===== src/hdl/rbh_pkg.sv =====
`timescale 1ns / 1ps

package rbh_pkg;

	// Fixed widths of the words on the ports.
	localparam int VALUE_W     = 16;
	localparam int BIN_INDEX_W = 6;
	localparam int COUNT_W     = 32;
	localparam int HIT_W       = 7;
	localparam int REG_IDX_W   = 2;

	// Widths that cover the whole parameter range of the chain.
	localparam int IDX_W   = 8;                   // enough for 256 bins
	localparam int LO_W    = VALUE_W + IDX_W + 1; // running bin start
	localparam int TALLY_W = IDX_W + 1;           // counts up to 256 bins

	// Parameter defaults.
	localparam int NUM_BINS_DEF   = 64;
	localparam int VALUE_BITS_DEF = 16;
	localparam int COUNT_BITS_DEF = 32;

	// Register indexes on the configuration port.
	localparam logic [REG_IDX_W-1:0] REG_RANGE_START = 2'd0;
	localparam logic [REG_IDX_W-1:0] REG_RANGE_END   = 2'd1;
	localparam logic [REG_IDX_W-1:0] REG_BIN_STEP    = 2'd2;
	localparam logic [REG_IDX_W-1:0] REG_BIN_WIDTH   = 2'd3;

	// Register reset values.
	localparam logic [VALUE_W-1:0] RANGE_START_RST = 16'd0;
	localparam logic [VALUE_W-1:0] RANGE_END_RST   = 16'd255;
	localparam logic [VALUE_W-1:0] BIN_STEP_RST    = 16'd4;
	localparam logic [VALUE_W-1:0] BIN_WIDTH_RST   = 16'd4;

	// Command codes.
	localparam logic OP_ADD  = 1'b0;
	localparam logic OP_READ = 1'b1;

	typedef struct packed {
		logic                   op;
		logic [VALUE_W-1:0]     sample_value;
		logic [BIN_INDEX_W-1:0] bin_index;
	} hist_in_t;

	typedef struct packed {
		logic [COUNT_W-1:0] bin_count;
		logic [VALUE_W-1:0] bin_low;
		logic [VALUE_W-1:0] bin_high;
		logic               bin_exists;
		logic [HIT_W-1:0]   bins_hit;
		logic [COUNT_W-1:0] max_count;
		logic [HIT_W-1:0]   nonzero_bins;
	} hist_out_t;

	// Configuration as seen by every cell; step and width are never zero here.
	typedef struct packed {
		logic [VALUE_W-1:0] range_start;
		logic [VALUE_W-1:0] range_end;
		logic [VALUE_W-1:0] bin_step;
		logic [VALUE_W-1:0] bin_width;
	} cfg_t;

	// Word that travels down the chain, one cell per cycle.
	typedef struct packed {
		logic                   op;
		logic [VALUE_W-1:0]     sample;
		logic [BIN_INDEX_W-1:0] idx;
		logic [LO_W-1:0]        lo;
		logic [TALLY_W-1:0]     hits;
		logic [COUNT_W-1:0]     max_cnt;
		logic [TALLY_W-1:0]     nz;
		logic [COUNT_W-1:0]     rd_count;
		logic [VALUE_W-1:0]     rd_low;
		logic [VALUE_W-1:0]     rd_high;
		logic                   rd_exists;
	} tok_t;

endpackage


===== src/hdl/rbh_cell.sv =====
`timescale 1ns / 1ps

module rbh_cell #(
	parameter int CELL_IDX   = 0,
	parameter int COUNT_BITS = rbh_pkg::COUNT_BITS_DEF
) (
	input  logic          clk,
	input  logic          arst_n,
	input  rbh_pkg::cfg_t cfg,
	input  logic          in_vld,
	input  rbh_pkg::tok_t in_tok,
	output logic          out_vld,
	output rbh_pkg::tok_t out_tok
);
	import rbh_pkg::*;

	localparam int HI_W = LO_W + 1;
	localparam logic [COUNT_BITS-1:0] CNT_MAX = '1;

	logic [COUNT_BITS-1:0] count_q;
	logic                  vld_q;
	tok_t                  tok_q;

	logic [LO_W-1:0]       end_ext;
	logic [HI_W-1:0]       hi_raw;
	logic [VALUE_W-1:0]    hi;
	logic                  exists;
	logic                  hit;
	logic                  sel;
	logic [COUNT_BITS-1:0] count_nx;
	tok_t                  tok_nx;

	always_comb begin
		end_ext  = LO_W'(cfg.range_end);
		exists   = (in_tok.lo <= end_ext);
		hi_raw   = HI_W'(in_tok.lo) + HI_W'(cfg.bin_width) - HI_W'(1);
		hi       = (hi_raw > HI_W'(cfg.range_end)) ? cfg.range_end : hi_raw[VALUE_W-1:0];
		hit      = exists && (in_tok.op == OP_ADD) &&
			(LO_W'(in_tok.sample) >= in_tok.lo) && (in_tok.sample <= hi);
		sel      = exists && (in_tok.op == OP_READ) &&
			(IDX_W'(in_tok.idx) == IDX_W'(CELL_IDX));
		count_nx = (hit && (count_q != CNT_MAX)) ? count_q + COUNT_BITS'(1) : count_q;

		tok_nx      = in_tok;
		tok_nx.lo   = in_tok.lo + LO_W'(cfg.bin_step);
		tok_nx.hits = in_tok.hits + TALLY_W'(hit);
		if (exists) begin
			if (COUNT_W'(count_nx) > in_tok.max_cnt) begin
				tok_nx.max_cnt = COUNT_W'(count_nx);
			end
			tok_nx.nz = in_tok.nz + TALLY_W'(count_nx != '0);
		end
		if (sel) begin
			tok_nx.rd_count  = COUNT_W'(count_q);
			tok_nx.rd_low    = in_tok.lo[VALUE_W-1:0];
			tok_nx.rd_high   = hi;
			tok_nx.rd_exists = 1'b1;
		end
	end

	always_ff @(posedge clk or negedge arst_n) begin
		if (!arst_n) begin
			count_q <= '0;
			vld_q   <= 1'b0;
		end else begin
			vld_q <= in_vld;
			if (in_vld) begin
				count_q <= count_nx;
			end
		end
	end

	always_ff @(posedge clk) begin
		tok_q <= tok_nx;
	end

	assign out_vld = vld_q;
	assign out_tok = tok_q;

endmodule


===== config.mk =====
export PLATFORM = sky130hd
export DESIGN_NAME = rbh_cell
export DESIGN_NICKNAME = d
export VERILOG_FILES = /design/src/hdl/rbh_pkg.sv /design/src/hdl/rbh_cell.sv
export SDC_FILE = /design/constraint.sdc
export NUM_CORES = 1
export LEC_CHECK = 0
export ABC_CLOCK_PERIOD_IN_PS = 11450
export BUFFER_PORTS_ARGS = -buffer_cell sky130_fd_sc_hd__buf_2
export CORE_UTILIZATION = 55
export CTS_CLUSTER_SIZE = 14
export DETAILED_ROUTE_END_ITERATION = 6
export GPL_TIMING_DRIVEN = 0
export PLACE_DENSITY = 0.87
export SYNTH_ARGS = -nofsm -noshare
export SYNTH_HDL_FRONTEND = slang
export SYNTH_SLANG_ARGS = --single-unit
export TNS_END_PERCENT = 10

===== constraint.sdc =====
create_clock -name clk -period 11.45 [get_ports clk]
set_input_delay 3.435 -clock clk [delete_from_list [all_inputs] [get_ports clk]]
set_output_delay 3.435 -clock clk [all_outputs]
set_load 0.03 [all_outputs]

Yosys cells after proc, flatten, opt, wreduce, memory -nomap -nowiden

Index checks and enable logic that the tools add are counted.
Widths: inputs -> output; s select.

Bits in registers: 196
Input port bits: 230
Output and inout port bits: 164
Logic and storage cells: 39

Bitwise operators: 1
$add $sub $neg: 6
Order comparisons: 5
Reductions and logical operators: 8
Muxes and demuxes: 5
Eq/ne operators: 1

Operators by type and width:

| cell                  | count |
|---|---|
| $mux 65               | 1 |
| $mux 32               | 2 |
| $mux 41               | 1 |
| $add 32x1->32 const B | 1 |
| $gt 32x32->1          | 1 |
| $ne 32x32->1 const B  | 1 |
| $reduce_bool 32->1    | 1 |
| $add 25x16->26        | 1 |
| $gt 26x16->1          | 1 |
| $sub 26x1->26 const B | 1 |
| $add 25x16->25        | 1 |
| $ge 16x25->1          | 1 |
| $le 25x16->1          | 1 |
| $add 9x1->9           | 2 |
| $le 16x16->1          | 1 |
| $mux 16               | 1 |
| $logic_and 1x1->1     | 6 |
| $logic_not 6->1       | 1 |
| $not 1->1             | 1 |

Depth between registers and ports, before layout

Depth in word-level cells: 11
Depth in mapped cells: 47
Gate-level depth less buffers: 44

Worst setup path after synthesis

OpenSTA, ideal clock, no wires.

Kind: input port to flip-flop
Start point: input port in_tok[116] (netlist name)
End point: register tok_q (netlist bit out_tok[100])
Library setup time: 121 ps
Cell stages on the path: 45
Arrival: 11624 ps
Path buffers: 3
Setup slack: -295 ps
Data required time: 11329 ps
Path through: inv_1 -> ha_1 -> inv_1 -> ha_1 -> fa_1 -> a211oi_2 -> o21ai_2 -> a21oi_4 -> o21bai_1 -> a21oi_1 -> xnor2_1 -> ha_1 -> a21oi_1 -> nor2b_1 -> o21ai_0 -> nand2b_1 -> a21oi_1 -> o31ai_1 -> [... 9 more ...] -> a22oi_1 -> a22oi_1 -> nand3_1 -> buf_4 -> nor3_1 -> xor2_1 -> ha_1 -> nor2b_1 -> o21ai_0 -> nand2b_1 -> a21oi_1 -> nor2b_1 -> o21ai_0 -> a21oi_1 -> nor2_1 -> a31oi_1 -> clkbuf_1 -> mux2_2

RTL lines:

| item                 | RTL line       | RTL |
|---|---|---|
| from (decl)          | rbh_cell.sv:11 | `input rbh_pkg::tok_t in_tok,` |
| to (signal assigned) | rbh_cell.sv:74 | `tok_q <= tok_nx;` |
| to (decl)            | rbh_cell.sv:22 | `tok_t tok_q;` |

==> metrics.yaml <==
drt:
  drt-met1-wl_um: 15700
  highest_layer: "met4"
  vias_per_cell: 5.77
  dr_wl_met2_um: 19500
  wl_met3_um: 3870
  vias: 12400
  dr.pass1.iters: 6
  wl_um: 41400
  drt_iter0_markers: 932
  wl_per_cell_um: 19.2
  drc: 0
  ant_nets: 0
clock_network:
  cts_buffer_depth: 2
  clkLatencyLatePin_ns: 0.45
  root_buffer: "clkbuf_16"
  cts.sinks: 196
  htreeDepth: 4
  numCtsBuffers: 17
  tritoncts: "done"
  path_clk_slew_ns: 0.07
floorplan:
  dieWidth_um: 151
  core_mm2: 0.0218
  rows: 54
  io_pins: 394
  start_util: 0.562
  die_h_um: 151
  die_area_mm2: 0.0229
critical_path:
  endpoint_kind: "flop"
  r2r_setup_slack_ns: 6.26
  path_common_cell: "ha_1"
  r2r-start: "count_q[10]$_DFFE_PN0P_"
  rr_worst_depth: 22
  cpPeakStageDelay_ns: 0.34
  cp_slowest_cell: "ha_1"
  worstSetupPathType: "primary input to flop"
  worstPathMaxFanout: 7
  worstPathRequired_ns: 11.78
  rr_endpoint: "out_tok[93]$_DFF_P_"
  cp.arrival_ns: 11.81
  cp-start-kind: "primary input"
sta:
  slew_violations: 0
  fin_ws_ns: -0.0294
  fin_crit_ns: 11.48
  hold_violations: 0
  worstMarginPinSlew_ns: 0.819
  setup_tns_ns: -0.0770
  skew_ns: 0.0141
  rsz0062_at_grt: "yes"
  relSlewSlack: 0.454
  fmax_mhz: 87.1
  fin_hold_ws_ns: 0.566
  fin_crit_sh: 1.00
  setup_viol: 7
power:
  ir_worst_vdd_mv: 0.0917
  intPower_uw: 1240
  switching_share: 0.349
  p_switching_uw: 666
  combPwrFrac: 0.285
  leakagePower_uw: 0.00816
  p_per_area_mw_per_mm2: 118
  p_clk_frac: 0.327
  pwr-share-seq: 0.388
  power_uw: 1910
synthesis:
  synth_edf_count: 0
  ys_ff_latch: 196
  synth_area_leaders: "dfxtp_1 27%, ha_1 18%, dfrtp_1 6.7%, nand2_1 5.7%, xnor2_1 4.6%"
  syn-num-nets: 1819
  yosys.area.top_type: "dfxtp_1"
  synth_area_per_cell_um2: 8.68
  synthCells: 1414
  post_synth_num_cell_types: 75
  yosysSeqAreaShare: 0.333
  synth_ff_type: "dfxtp_1"
  async_flop_share: 0.168
  yosys.area.top_type_share: 0.266
  synth_most_common_cell: "nand2_1"
  ys_warn_count: 0
  synth_common_cells: "185 x nand2_1, 173 x ha_1, 163 x dfxtp_1, 143 x inv_1, 76 x nor2_1"
  syn_area_mm2: 0.0123
finish:
  fillers: 1542
  drive_gt1_frac: 0.324
  syn2layout_area_growth_pct: 31.3
  final_nets: 2257
global_route:
  grt_max_degree: 34
  grt_overflow: 0
  grt_pass1_wl_um: 58800
  grt_use_total: 0.339
  grt_pass1_vias: 11500
  grt_antenna_before_repair: 8
placed_design:
  io_buffers: 377
  dp_hpwl_um: 30900
  gp_congestion: 0.977
job:
  maxCapViolCount: 0
worst_hold_path:
  hold_class: "flop to flop"
  hold-path-endpoint: "count_q[14]$_DFFE_PN0P_"
  hp-start: "count_q[14]$_DFFE_PN0P_"
  hold-path-cell-count: 1
run_status:
  failed_checks: "setup timing"
  status: "complete, but fails checks"
-- through the flow --
stage	util	worst slack [ns]	cell area, um2	instances
2_1_floorplan	-	0.0209	12300	1414
5_1_grt	0.738	-0.351	16100	2152
4_1_cts	0.718	0.00216	15700	2122
3_5_place_dp	0.666	-2.05	14500	2071
3_3_place_gp	0.666	-1.92	14500	2071
6_report	0.738	-0.0294	16100	2154
-- sequential cells by signal, summed over array words and instances (netlist names) --
| register | count |
|---|---|
| count_q | 32 |
| out_vld | 1 |
| out_tok | 163 |
-- layout by cell type (no fill, tap or decap), drive strengths merged, types with 43 or more instances in the layout --
cell type,instances
buf,434
o21ai,75
nand2,185
nor2,77
xnor2,64
clkbuf,50
nand3,46
inv,151
a21oi,65
dfxtp,163
xor2,43
ha,173
-- power by group through the flow --
stage / Combinational (uW) / Clock, uW / Sequential, uW
floorplan: 237 / 0 / 837
global placement: 466 / 0 / 753
detailed placement: 478 / 0 / 754
CTS: 508 / 629 / 739
global route: 586 / 654 / 743
finish: 544 / 623 / 739
-- how the worst max path moves through the flow --
stage / start / to / slack, ns / cells after the start
floorplan: in_tok[116] / out_tok[88]$_DFF_P_ / 0.02 / 45
global placement: in_tok[116] / out_tok[93]$_DFF_P_ / -1.92 / 46
detailed placement: in_tok[116] / out_tok[88]$_DFF_P_ / -2.05 / 46
CTS: in_tok[116] / out_tok[88]$_DFF_P_ / 0.002 / 48
global route: in_tok[116] / out_tok[93]$_DFF_P_ / -0.35 / 48
finish: in_tok[119] / out_tok[93]$_DFF_P_ / -0.03 / 46
-- critical path: cells and delay by family --
family	cells	cell delay, ns
fa+ha+maj	5	1.48
buf+inv	7	1.00
xor+xnor	2	0.36
compound gates	18	2.94
simple gates	12	1.96
mux	2	0.58
-- final cells by class --
type / instances / area (um2) / share of cell area
sequential: 196 / 4090 / 0.254
clock inverter: 14 / 183 / 0.0113
multi-input combinational: 1027 / 7950 / 0.493
antenna: 9 / 22.5 / 0.00140
timing repair buffer: 419 / 2280 / 0.141
inverter: 144 / 553 / 0.0343
clock buffer: 18 / 439 / 0.0273
tap: 280 / 350 / 0.0217
buffer: 47 / 249 / 0.0155
-- kinds of logic (layout without fill, tap and decap cells) --
group,count (synthesis),in the layout,synth area share
AO/OA/AOI/OAI,232,232,0.121
XOR/XNOR,107,107,0.0763
adder cells (fa/ha/maj),175,175,0.180
buffers and inverters,191,642,0.0602
flip-flops,196,196,0.333
multiplexers,56,56,0.0492
other,0,9,0
AND/OR/NAND/NOR,457,457,0.181
-- routing by layer --
layer	up-vias	track usage
met2	740	0.583
met3	195	0.0783
li1	5756	-
met4	0	0.160
met5	-	0
met1	5743	0.396
-- repair_timing --
item / in CTS / in global routing
gates resized for setup: 73 / 71
pin swaps: 22 / 41
hold buffers: 0 / 0
endpoints found under the setup margin: 41 / 41
setup buffers: 16 / 24
cloned: 3 / 0
(Power assumes the default switching activity.)
